<file path="src/hw/rtl/kedh_pkg.sv">
// Shared types and constants for the held-key event decoder.
// Used by the front, queue, back and top level files; depends on nothing.
`default_nettype none

package kedh_pkg;

  // Default capacity of the held-key list.
  localparam int MAX_KEYS_DEF = 16;

  // Field widths of a remapped key position.
  localparam int X_W = 5;
  localparam int Y_W = 2;
  localparam int KEY_W = X_W + Y_W;

  // Event byte layout and key matrix geometry.
  localparam int PRESS_BIT = 7;
  localparam logic [6:0] CODE_MASK = 7'h7F;
  localparam int KEY_COLS = 10;

  // Division by ten as a multiply by 205 and a shift by 11, exact for the 7-bit code range.
  localparam int RECIP_10 = 205;
  localparam int RECIP_SHIFT = 11;

  // Depth of the queue between the front and the back.
  localparam int Q_DEPTH = 2;

  typedef enum logic [1:0] {
    CMD_KEY   = 2'd0,
    CMD_CLEAR = 2'd1,
    CMD_READ  = 2'd2,
    CMD_NONE  = 2'd3
  } cmd_t;

  typedef enum logic [2:0] {
    ACT_ADDED     = 3'd0,
    ACT_HELD      = 3'd1,
    ACT_REMOVED   = 3'd2,
    ACT_NOT_HELD  = 3'd3,
    ACT_FULL      = 3'd4,
    ACT_IGNORED   = 3'd5,
    ACT_CLEARED   = 3'd6,
    ACT_READ      = 3'd7
  } act_t;

  // One classified word as it travels from the front to the back.
  typedef struct packed {
    cmd_t             cmd;
    logic             pressed;
    logic             zero_code;
    logic [X_W-1:0]   x;
    logic [Y_W-1:0]   y;
    logic [3:0]       idx;
  } item_t;

endpackage

`default_nettype wire

</file>
<file path="src/hw/rtl/kedh_front.sv">
// Front stage: accepts input words, decodes the event byte into a key position.
// Depends on kedh_pkg; feeds kedh_fifo.
`default_nettype none

module kedh_front
  import kedh_pkg::*;
(
  input  wire logic        clk,
  input  wire logic        rst_n,
  input  wire logic        in_valid,
  output logic             in_ready,
  input  wire logic [1:0]  in_command,
  input  wire logic [7:0]  in_event_code,
  input  wire logic [3:0]  in_entry_index,
  output logic             push_valid,
  input  wire logic        push_ready,
  output item_t            push_item
);

  logic        stg_valid_r;
  logic        stg_valid_nxt;
  item_t       stg_item_r;
  item_t       dec_item;
  logic        accept;

  logic [6:0]  code;
  logic [6:0]  code_m1;
  logic [14:0] prod;
  logic [3:0]  row;
  logic [6:0]  row10;
  logic [6:0]  col_full;
  logic [3:0]  col;

  // Row is (code - 1) / 10 via reciprocal multiply; column is the remainder.
  always_comb begin
    code     = in_event_code[6:0] & CODE_MASK;
    code_m1  = code - 7'd1;
    prod     = 15'(code_m1) * 15'(RECIP_10);
    row      = prod[RECIP_SHIFT +: 4];
    row10    = 7'(row) * 7'(KEY_COLS);
    col_full = code_m1 - row10;
    col      = col_full[3:0];

    dec_item.cmd       = cmd_t'(in_command);
    dec_item.pressed   = in_event_code[PRESS_BIT];
    dec_item.zero_code = (code == 7'd0);
    dec_item.x         = {row, 1'b0} + X_W'(col > 4'd3);
    dec_item.y         = col[Y_W-1:0];
    dec_item.idx       = in_entry_index;
  end

  assign in_ready      = !stg_valid_r || push_ready;
  assign accept        = in_valid && in_ready;
  assign stg_valid_nxt = accept || (stg_valid_r && !push_ready);
  assign push_valid    = stg_valid_r;
  assign push_item     = stg_item_r;

  always_ff @(posedge clk) begin
    if (!rst_n) begin
      stg_valid_r <= 1'b0;
    end else begin
      stg_valid_r <= stg_valid_nxt;
    end
    if (accept) begin
      stg_item_r <= dec_item;
    end
  end

endmodule

`default_nettype wire

</file>
<file path="src/hw/rtl/kedh_fifo.sv">
// Short queue of decoded words between the front and the back.
// Depends on kedh_pkg for the word type and depth.
`default_nettype none

module kedh_fifo
  import kedh_pkg::*;
(
  input  wire logic  clk,
  input  wire logic  rst_n,
  input  wire logic  push_valid,
  output logic       push_ready,
  input  wire item_t push_item,
  output logic       pop_valid,
  input  wire logic  pop_ready,
  output item_t      pop_item
);

  localparam int PW = (Q_DEPTH > 1) ? $clog2(Q_DEPTH) : 1;
  localparam int NW = $clog2(Q_DEPTH + 1);

  item_t          slot_r [Q_DEPTH];
  logic [PW-1:0]  wr_ptr_r;
  logic [PW-1:0]  rd_ptr_r;
  logic [NW-1:0]  fill_r;
  logic [PW-1:0]  wr_ptr_nxt;
  logic [PW-1:0]  rd_ptr_nxt;
  logic [NW-1:0]  fill_nxt;
  logic           do_push;
  logic           do_pop;

  assign push_ready = (fill_r != NW'(Q_DEPTH));
  assign pop_valid  = (fill_r != '0);
  assign pop_item   = slot_r[rd_ptr_r];
  assign do_push    = push_valid && push_ready;
  assign do_pop     = pop_valid && pop_ready;

  always_comb begin
    wr_ptr_nxt = wr_ptr_r;
    rd_ptr_nxt = rd_ptr_r;
    fill_nxt   = fill_r;
    if (do_push) begin
      wr_ptr_nxt = (wr_ptr_r == PW'(Q_DEPTH - 1)) ? '0 : wr_ptr_r + PW'(1);
    end
    if (do_pop) begin
      rd_ptr_nxt = (rd_ptr_r == PW'(Q_DEPTH - 1)) ? '0 : rd_ptr_r + PW'(1);
    end
    if (do_push && !do_pop) begin
      fill_nxt = fill_r + NW'(1);
    end else if (do_pop && !do_push) begin
      fill_nxt = fill_r - NW'(1);
    end
  end

  always_ff @(posedge clk) begin
    if (!rst_n) begin
      wr_ptr_r <= '0;
      rd_ptr_r <= '0;
      fill_r   <= '0;
    end else begin
      wr_ptr_r <= wr_ptr_nxt;
      rd_ptr_r <= rd_ptr_nxt;
      fill_r   <= fill_nxt;
    end
    if (do_push) begin
      slot_r[wr_ptr_r] <= push_item;
    end
  end

endmodule

`default_nettype wire

</file>
<file path="src/hw/rtl/kedh_back.sv">
// Back end: executes decoded words against the held-key list memory and
// registers the result word. Depends on kedh_pkg.
`default_nettype none

module kedh_back
  import kedh_pkg::*;
#(
  parameter int MAX_KEYS = MAX_KEYS_DEF
) (
  input  wire logic        clk,
  input  wire logic        rst_n,
  input  wire logic        q_valid,
  output logic             q_ready,
  input  wire item_t       q_item,
  output logic             out_valid,
  input  wire logic        out_ready,
  output logic [2:0]       out_action,
  output logic [4:0]       out_key_x,
  output logic [1:0]       out_key_y,
  output logic             out_pressed,
  output logic [4:0]       out_held_count,
  output logic             out_entry_valid
);

  localparam int CW = $clog2(MAX_KEYS + 1);
  localparam int AW = (MAX_KEYS > 1) ? $clog2(MAX_KEYS) : 1;
  localparam int IW = (CW > 4) ? CW : 4;
  localparam int HW = (CW > 5) ? CW : 5;

  typedef enum logic [2:0] {
    ST_IDLE,
    ST_SEARCH,
    ST_SHIFT,
    ST_RDWAIT,
    ST_DONE
  } state_t;

  // List memory: one word per entry, x in the upper bits and y in the lower.
  logic [KEY_W-1:0] mem [MAX_KEYS];
  logic [KEY_W-1:0] rdata_r;
  logic             mem_we;
  logic [AW-1:0]    mem_wa;
  logic [KEY_W-1:0] mem_wd;
  logic [AW-1:0]    mem_ra;

  state_t           state_r, state_nxt;
  item_t            item_r, item_nxt;
  logic [CW-1:0]    total_r, total_nxt;
  logic [CW-1:0]    issue_r, issue_nxt;
  logic             pend_vld_r, pend_vld_nxt;
  logic [CW-1:0]    pend_idx_r, pend_idx_nxt;
  logic [CW-1:0]    sh_wr_r, sh_wr_nxt;

  act_t             res_act_r, res_act_nxt;
  logic [X_W-1:0]   res_x_r, res_x_nxt;
  logic [Y_W-1:0]   res_y_r, res_y_nxt;
  logic             res_pressed_r, res_pressed_nxt;
  logic             res_valid_r, res_valid_nxt;

  logic             out_valid_r, out_valid_nxt;
  act_t             out_act_r, out_act_nxt;
  logic [X_W-1:0]   out_x_r, out_x_nxt;
  logic [Y_W-1:0]   out_y_r, out_y_nxt;
  logic             out_pr_r, out_pr_nxt;
  logic [4:0]       out_cnt_r, out_cnt_nxt;
  logic             out_ev_r, out_ev_nxt;

  logic [IW-1:0]    idx_w;
  logic [IW-1:0]    tot_i;
  logic [HW-1:0]    tot_h;
  logic [CW:0]      pend_p1;
  logic [CW:0]      sh_p2;
  logic             more;
  logic             hit;
  logic             miss_all;

  always_comb begin
    idx_w    = IW'(q_item.idx);
    tot_i    = IW'(total_r);
    tot_h    = HW'(total_r);
    pend_p1  = {1'b0, pend_idx_r} + (CW+1)'(1);
    sh_p2    = {1'b0, sh_wr_r} + (CW+1)'(2);
    more     = (issue_r < total_r);
    hit      = pend_vld_r && (rdata_r == {item_r.x, item_r.y});
    miss_all = !pend_vld_r && !more;
  end

  always_comb begin
    state_nxt       = state_r;
    item_nxt        = item_r;
    total_nxt       = total_r;
    issue_nxt       = issue_r;
    pend_vld_nxt    = pend_vld_r;
    pend_idx_nxt    = pend_idx_r;
    sh_wr_nxt       = sh_wr_r;
    res_act_nxt     = res_act_r;
    res_x_nxt       = res_x_r;
    res_y_nxt       = res_y_r;
    res_pressed_nxt = res_pressed_r;
    res_valid_nxt   = res_valid_r;
    out_valid_nxt   = out_valid_r && !out_ready;
    out_act_nxt     = out_act_r;
    out_x_nxt       = out_x_r;
    out_y_nxt       = out_y_r;
    out_pr_nxt      = out_pr_r;
    out_cnt_nxt     = out_cnt_r;
    out_ev_nxt      = out_ev_r;
    mem_we          = 1'b0;
    mem_wa          = total_r[AW-1:0];
    mem_wd          = {item_r.x, item_r.y};
    mem_ra          = '0;
    q_ready         = 1'b0;

    case (state_r)
      ST_IDLE: begin
        if (q_valid) begin
          q_ready         = 1'b1;
          item_nxt        = q_item;
          res_x_nxt       = '0;
          res_y_nxt       = '0;
          res_pressed_nxt = 1'b0;
          res_valid_nxt   = 1'b0;
          state_nxt       = ST_DONE;
          case (q_item.cmd)
            CMD_KEY: begin
              res_pressed_nxt = q_item.pressed;
              if (q_item.zero_code) begin
                res_act_nxt = ACT_IGNORED;
              end else begin
                res_x_nxt    = q_item.x;
                res_y_nxt    = q_item.y;
                issue_nxt    = '0;
                pend_vld_nxt = 1'b0;
                state_nxt    = ST_SEARCH;
              end
            end
            CMD_CLEAR: begin
              total_nxt   = '0;
              res_act_nxt = ACT_CLEARED;
            end
            CMD_READ: begin
              res_act_nxt = ACT_READ;
              if (idx_w < tot_i) begin
                mem_ra    = idx_w[AW-1:0];
                state_nxt = ST_RDWAIT;
              end
            end
            default: begin
              res_act_nxt = ACT_IGNORED;
            end
          endcase
        end
      end

      ST_SEARCH: begin
        // One read issued per cycle; the compare sees the word read last cycle.
        if (more) begin
          mem_ra       = issue_r[AW-1:0];
          issue_nxt    = issue_r + CW'(1);
          pend_vld_nxt = 1'b1;
          pend_idx_nxt = issue_r;
        end else begin
          pend_vld_nxt = 1'b0;
        end
        if (hit) begin
          if (item_r.pressed) begin
            res_act_nxt = ACT_HELD;
            state_nxt   = ST_DONE;
          end else if (pend_p1 < {1'b0, total_r}) begin
            mem_ra    = pend_p1[AW-1:0];
            sh_wr_nxt = pend_idx_r;
            state_nxt = ST_SHIFT;
          end else begin
            total_nxt   = total_r - CW'(1);
            res_act_nxt = ACT_REMOVED;
            state_nxt   = ST_DONE;
          end
        end else if (miss_all) begin
          state_nxt = ST_DONE;
          if (!item_r.pressed) begin
            res_act_nxt = ACT_NOT_HELD;
          end else if (total_r >= CW'(MAX_KEYS)) begin
            res_act_nxt = ACT_FULL;
          end else begin
            mem_we      = 1'b1;
            mem_wa      = total_r[AW-1:0];
            total_nxt   = total_r + CW'(1);
            res_act_nxt = ACT_ADDED;
          end
        end
      end

      ST_SHIFT: begin
        // Move entry w+1 down to w while fetching entry w+2.
        mem_we    = 1'b1;
        mem_wa    = sh_wr_r[AW-1:0];
        mem_wd    = rdata_r;
        sh_wr_nxt = sh_wr_r + CW'(1);
        if (sh_p2 < {1'b0, total_r}) begin
          mem_ra = sh_p2[AW-1:0];
        end else begin
          total_nxt   = total_r - CW'(1);
          res_act_nxt = ACT_REMOVED;
          state_nxt   = ST_DONE;
        end
      end

      ST_RDWAIT: begin
        res_x_nxt     = rdata_r[KEY_W-1:Y_W];
        res_y_nxt     = rdata_r[Y_W-1:0];
        res_valid_nxt = 1'b1;
        state_nxt     = ST_DONE;
      end

      ST_DONE: begin
        if (!out_valid_r || out_ready) begin
          out_valid_nxt = 1'b1;
          out_act_nxt   = res_act_r;
          out_x_nxt     = res_x_r;
          out_y_nxt     = res_y_r;
          out_pr_nxt    = res_pressed_r;
          out_cnt_nxt   = tot_h[4:0];
          out_ev_nxt    = res_valid_r;
          state_nxt     = ST_IDLE;
        end
      end

      default: begin
        state_nxt = ST_IDLE;
      end
    endcase
  end

  always_ff @(posedge clk) begin
    if (mem_we) begin
      mem[mem_wa] <= mem_wd;
    end
    rdata_r <= mem[mem_ra];
  end

  always_ff @(posedge clk) begin
    if (!rst_n) begin
      state_r     <= ST_IDLE;
      total_r     <= '0;
      pend_vld_r  <= 1'b0;
      out_valid_r <= 1'b0;
    end else begin
      state_r     <= state_nxt;
      total_r     <= total_nxt;
      pend_vld_r  <= pend_vld_nxt;
      out_valid_r <= out_valid_nxt;
    end
    item_r        <= item_nxt;
    issue_r       <= issue_nxt;
    pend_idx_r    <= pend_idx_nxt;
    sh_wr_r       <= sh_wr_nxt;
    res_act_r     <= res_act_nxt;
    res_x_r       <= res_x_nxt;
    res_y_r       <= res_y_nxt;
    res_pressed_r <= res_pressed_nxt;
    res_valid_r   <= res_valid_nxt;
    out_act_r     <= out_act_nxt;
    out_x_r       <= out_x_nxt;
    out_y_r       <= out_y_nxt;
    out_pr_r      <= out_pr_nxt;
    out_cnt_r     <= out_cnt_nxt;
    out_ev_r      <= out_ev_nxt;
  end

  assign out_valid       = out_valid_r;
  assign out_action      = out_act_r;
  assign out_key_x       = out_x_r;
  assign out_key_y       = out_y_r;
  assign out_pressed     = out_pr_r;
  assign out_held_count  = out_cnt_r;
  assign out_entry_valid = out_ev_r;

endmodule

`default_nettype wire

</file>
<file path="src/hw/rtl/key_event_decode_held_set_top.sv">
// Top level of the held-key event decoder: front decoder, word queue, back end.
// Depends on kedh_pkg, kedh_front, kedh_fifo and kedh_back.
`default_nettype none

// This block tracks which keys of a keypad are held down. Every input word
// carries a command: a key event (the event byte has the press flag in bit 7
// and a 1-based key code in the low seven bits), a clear of the list, or a
// read of one list entry. A key code is split into row and column of a
// ten-column matrix and remapped to x = 2*row + (column > 3), y = column mod 4.
// A press appends the key to an ordered list if it is not there yet, a release
// removes it and closes the gap, and a key code of zero is ignored. When the
// list holds MAX_KEYS entries a new press is dropped and reported as such.
// Each input word yields exactly one result word, with the action taken, the
// key position, the press flag, the list length afterwards and, for a read,
// whether the index was inside the list. The front decodes and registers each
// word and hands it through a two-word queue to the back, so input words keep
// being accepted while the back is busy or a result waits to be taken, as long
// as the front register or the queue has room. The back works on one word at a
// time against a list memory with one read and one write port, reading one entry
// per cycle while it searches. A release stops searching at the entry it moves
// the rest down to, then moves each later entry down by one. A clear and a read
// outside the list go straight to the result; a read inside the list first waits
// for the memory word.
// The list memory needs no clearing after reset because only entries below
// the current length are ever used.

module key_event_decode_held_set_top
  import kedh_pkg::*;
#(
  parameter int MAX_KEYS = MAX_KEYS_DEF
) (
  input  wire logic        clk,
  input  wire logic        rst_n,
  input  wire logic        in_valid,
  output logic             in_ready,
  input  wire logic [1:0]  in_command,
  input  wire logic [7:0]  in_event_code,
  input  wire logic [3:0]  in_entry_index,
  output logic             out_valid,
  input  wire logic        out_ready,
  output logic [2:0]       out_action,
  output logic [4:0]       out_key_x,
  output logic [1:0]       out_key_y,
  output logic             out_pressed,
  output logic [4:0]       out_held_count,
  output logic             out_entry_valid
);

  // Decoded words from the front into the queue.
  logic  push_valid;
  logic  push_ready;
  item_t push_item;

  // Decoded words from the queue into the back.
  logic  q_valid;
  logic  q_ready;
  item_t q_item;

  kedh_front u_front (
    .clk            (clk),
    .rst_n          (rst_n),
    .in_valid       (in_valid),
    .in_ready       (in_ready),
    .in_command     (in_command),
    .in_event_code  (in_event_code),
    .in_entry_index (in_entry_index),
    .push_valid     (push_valid),
    .push_ready     (push_ready),
    .push_item      (push_item)
  );

  kedh_fifo u_fifo (
    .clk        (clk),
    .rst_n      (rst_n),
    .push_valid (push_valid),
    .push_ready (push_ready),
    .push_item  (push_item),
    .pop_valid  (q_valid),
    .pop_ready  (q_ready),
    .pop_item   (q_item)
  );

  kedh_back #(
    .MAX_KEYS (MAX_KEYS)
  ) u_back (
    .clk             (clk),
    .rst_n           (rst_n),
    .q_valid         (q_valid),
    .q_ready         (q_ready),
    .q_item          (q_item),
    .out_valid       (out_valid),
    .out_ready       (out_ready),
    .out_action      (out_action),
    .out_key_x       (out_key_x),
    .out_key_y       (out_key_y),
    .out_pressed     (out_pressed),
    .out_held_count  (out_held_count),
    .out_entry_valid (out_entry_valid)
  );

endmodule

`default_nettype wire

</file>
<file path="config.mk">
export PLATFORM = sky130hd
export DESIGN_NAME = key_event_decode_held_set_top
export DESIGN_NICKNAME = d
export VERILOG_FILES = /design/src/hw/rtl/kedh_pkg.sv /design/src/hw/rtl/kedh_front.sv /design/src/hw/rtl/kedh_fifo.sv /design/src/hw/rtl/kedh_back.sv /design/src/hw/rtl/key_event_decode_held_set_top.sv
export SDC_FILE = /design/constraint.sdc
export NUM_CORES = 1
export LEC_CHECK = 0
export BUFFER_PORTS_ARGS = -buffer_cell sky130_fd_sc_hd__buf_4
export CAP_MARGIN = 0
export CORE_UTILIZATION = 50
export DETAILED_ROUTE_END_ITERATION = 7
export GPL_ROUTABILITY_DRIVEN = 1
export MAX_ROUTING_LAYER = met4
export PLACE_DENSITY = 0.66
export SLEW_MARGIN = 20
export SYNTH_ARGS = -nofsm -noshare
export SYNTH_HDL_FRONTEND = slang
export SYNTH_SLANG_ARGS = --single-unit
export TNS_END_PERCENT = 50
</file>
<file path="constraint.sdc">
create_clock -name clk -period 15.8 [get_ports clk]
set_clock_uncertainty 0.05 [all_clocks]
set_input_delay 3.16 -clock clk [delete_from_list [all_inputs] [get_ports clk]]
set_output_delay 3.16 -clock clk [all_outputs]
set_load 0.01 [all_outputs]
</file>
==> flow_metrics.env <==
export IMPL_grt_pass1_vias=6683
export IMPL_routed_wirelength_mm=22.8
export IMPL_crit_path_start_kind="primary input"
export IMPL_syn_inst=805
export IMPL_drv_slew=0
export IMPL_syn2layout_area_growth_pct=12.3
export IMPL_peakVddDrop_uv=96.0
export IMPL_p_leak_nw=4.43
export IMPL_synth_edf_count=209
export IMPL_post_cts_buffers=0
export IMPL_cts_max_level=1
export IMPL_die_y_um=151
export IMPL_cp_data_required_time_ns=16.01
export IMPL_post_route_util_pct=57.1
export IMPL_finalNetCount=934
export IMPL_placed_cells=1100
export IMPL_r2r_setup_slack_ns=11.59
export IMPL_cts_tree="yes"
export IMPL_min_delay_path_depth=0
export IMPL_cts_resized=0
export IMPL_power_switching_mw=0.558
export IMPL_rsz0062_at_grt="no"
export IMPL_yosys_warnings=0
export IMPL_cts_hold_buf=0
export IMPL_status="complete, no violations"
export IMPL_setup_tns_ns=0
export IMPL_cts_made_buffers=24
export IMPL_p_comb_share_pct=22.7
export IMPL_fp_dieW_um=151
export IMPL_power_density_nw_per_um2=153
export IMPL_gr_usage_all_layers_pct=21.5
export IMPL_via_per_inst=5.69
export IMPL_synth_area_per_cell_um2=13.7
export IMPL_grt_pass1_wl_mm=35.9
export IMPL_crit_arrival_ns=8.68
export IMPL_gp_congestion=0.915
export IMPL_root_buffer="clkbuf_16"
export IMPL_pin_count=37
export IMPL_synthesis_nets=893
export IMPL_clock_fmax_mhz=118
export IMPL_pwr_share_seq_pct=46.0
export IMPL_grt_max_degree=33
export IMPL_first_pass_iters=5
export IMPL_die_area_um2=22700
export IMPL_finalHoldViolations=0
export IMPL_clock_sinks=232
export IMPL_syn_cell_area_um2=11100
export IMPL_p_int_mw=1.35
export IMPL_finalSetupViolCount=0
export IMPL_std_cell_rows=54
export IMPL_io_buffers=36
export IMPL_synth_cell_types=76
export IMPL_ys_seq_area_share_pct=60.9
export IMPL_max_slew_margin_pct=28.3
export IMPL_ys_ff_latch=232
export IMPL_dpl_hpwl_mm=16.6
export IMPL_dr_total_vias=6508
export IMPL_synth_largest_area_cell="edfxtp_1"
export IMPL_finalCriticalPeriod_ns=8.47
export IMPL_finalCritPeriodShare_pct=53.6
export IMPL_antenna_found_initial=0
export IMPL_ant_nets=0
export IMPL_critPathMaxFanout=4
export IMPL_worstMarginPinSlew_ns=1.07
export IMPL_antenna_cells=0
export IMPL_wl_per_cell_um=20.0
export IMPL_synth_top_area_share_pct=56.7
export IMPL_ys_async_sr_fraction_pct=0
export IMPL_instances_no_fill=1144
export IMPL_drive_gt1_share_pct=13.9
export IMPL_clkSlewWorstSetupHoldPaths_ns=0.06
export IMPL_rr_worst_depth=11
export IMPL_drc_errors=0
export IMPL_hold_path_class="reg -> reg"
export IMPL_worst_skew_pair_late_latency_ns=0.51
export IMPL_core_area_um2=21800
export IMPL_overflow=0
export IMPL_cts_max_path_buffers=3
export IMPL_p_clk_share_pct=31.3
export IMPL_max_cap_violations=0
export IMPL_end_kind="register"
export IMPL_switching_share_pct=29.3
export IMPL_critPathKind="in -> reg"
export IMPL_initial_utilization_pct=50.8
export IMPL_synth_main_ff_cell="edfxtp_1"
export IMPL_drtIter0Drc=492
export IMPL_synthTopCellsByArea="edfxtp_1 57%, ha_1 6.9%, mux2i_1 5.6%"
[cell usage in the layout (no fill, tap or decap), types with 14 or more instances in the layout]
cell type,netlist,routed
nor2_1,51,50
nand2_1,57,57
dfxtp_1,23,23
ha_1,61,61
a22oi_1,22,22
inv_1,49,49
a21oi_1,27,27
xor2_1,22,22
buf_4,2,41
xnor2_1,14,14
mux2i_1,62,62
o21ai_0,16,16
clkbuf_16,0,24
edfxtp_1,209,209
[through the flow]
step / cell area (um2) / worst slack, ns / power [mW] / hold WS, ns
2_1_floorplan: 11100 / 7.42 / 1.17 / 0.350
6_report: 12400 / 7.33 / 1.90 / 0.370
3_3_place_gp: 11600 / 6.99 / 1.30 / 0.358
5_1_grt: 12400 / 7.02 / 2.00 / 0.377
3_5_place_dp: 11600 / 6.81 / 1.32 / 0.357
4_1_cts: 12400 / 7.34 / 1.92 / 0.372
[synth_stat cells, types with 11 or more instances]
cell      instances
a21oi_1          27
a22oi_1          22
dfxtp_1          23
edfxtp_1        209
ha_1             61
inv_1            49
mux2_2           11
mux2i_1          62
nand2_1          57
nand3_1          11
nor2_1           51
o21ai_0          16
xnor2_1          14
xor2_1           22
[power groups by stage]
stage	Combinational, mW	Clock [mW]	Sequential (mW)
detailed placement	0.432	0	0.888
global route	0.481	0.630	0.885
floorplan	0.302	0	0.868
global placement	0.417	0	0.884
finish	0.432	0.596	0.875
CTS	0.436	0.605	0.876
[critical path, cell delays in order]
cell	delay, ns
buf_4	0.14
inv_1	0.11
ha_1	0.20
nand2_1	0.08
or3_1	0.35
xnor2_1	0.24
ha_1	0.28
ha_1	0.29
fa_1	0.51
inv_1	0.06
fa_1	0.49
inv_1	0.04
ha_1	0.18
and3_1	0.18
a21oi_1	0.13
o21ai_0	0.14
o41a_1	0.40
xor2_1	0.30
ha_1	0.22
inv_1	0.06
fa_1	0.42
xnor2_1	0.15
xnor2_1	0.15
xnor2_1	0.13
or2_2	0.27
[cells by family after synthesis]
logic type,Yosys count,synth area share (%)
buffers and inverters,75,3.18
AND/OR/NAND/NOR,185,8.92
flip-flops,232,60.9
XOR/XNOR,36,2.85
AO/OA/AOI/OAI,132,8.68
multiplexers,75,6.94
adder cells (fa/ha/maj),70,8.53
[layer usage]
| metal | wire length (um) | GRT usage [%] |
|---|---|---|
| met5 | 0 | - |
| met4 | 544 | 6.50 |
| met3 | 1160 | 3.15 |
| met2 | 11600 | 36.4 |
| met1 | 9560 | 26.8 |
[path summary, 6_finish.rpt]
check	from	endpoint
worst max register to register	register	u_back.rdata_r[5]$_DFF_P_
worst min-delay path	u_back.res_x_r[3]$_DFFE_PP_	u_back.out_key_x[3]$_DFFE_PP_
worst max-delay path	in_event_code[0]	u_front.push_item[6]$_DFFE_PP_
worst min register to register	u_back.res_x_r[3]$_DFFE_PP_	u_back.out_key_x[3]$_DFFE_PP_
[sequential cells by signal (all words and copies together), names as in the netlist, 2 cells and up, named ones only]
register,cells
u_back.tot_h,5
u_back.out_held_count,5
u_back.issue_r,5
u_fifo.fill_r,2
u_back.out_key_x,5
u_back.pend_idx_r,5
u_back.res_act_r,3
u_back.out_action,3
u_back.res_x_r,5
u_back.item_r,8
u_back.res_y_r,2
u_back.out_key_y,2
u_back.sh_wr_r,5
u_back.rdata_r,7
u_back.mem,112
u_front.push_item,15
u_fifo.slot_r,30
u_back.state_r,3
[layout make-up]
| type | instances | area (um2) |
|---|---|---|
| multi-input cells | 498 | 3990 |
| well taps | 280 | 350 |
| clock inverters | 18 | 241 |
| clock buffers | 26 | 608 |
| repair buffers | 41 | 308 |
| inverters | 49 | 184 |
| fillers | 1713 | 9340 |
| flip-flops and latches | 232 | 6740 |
No activity file was read; power rests on OpenSTA's default activity.
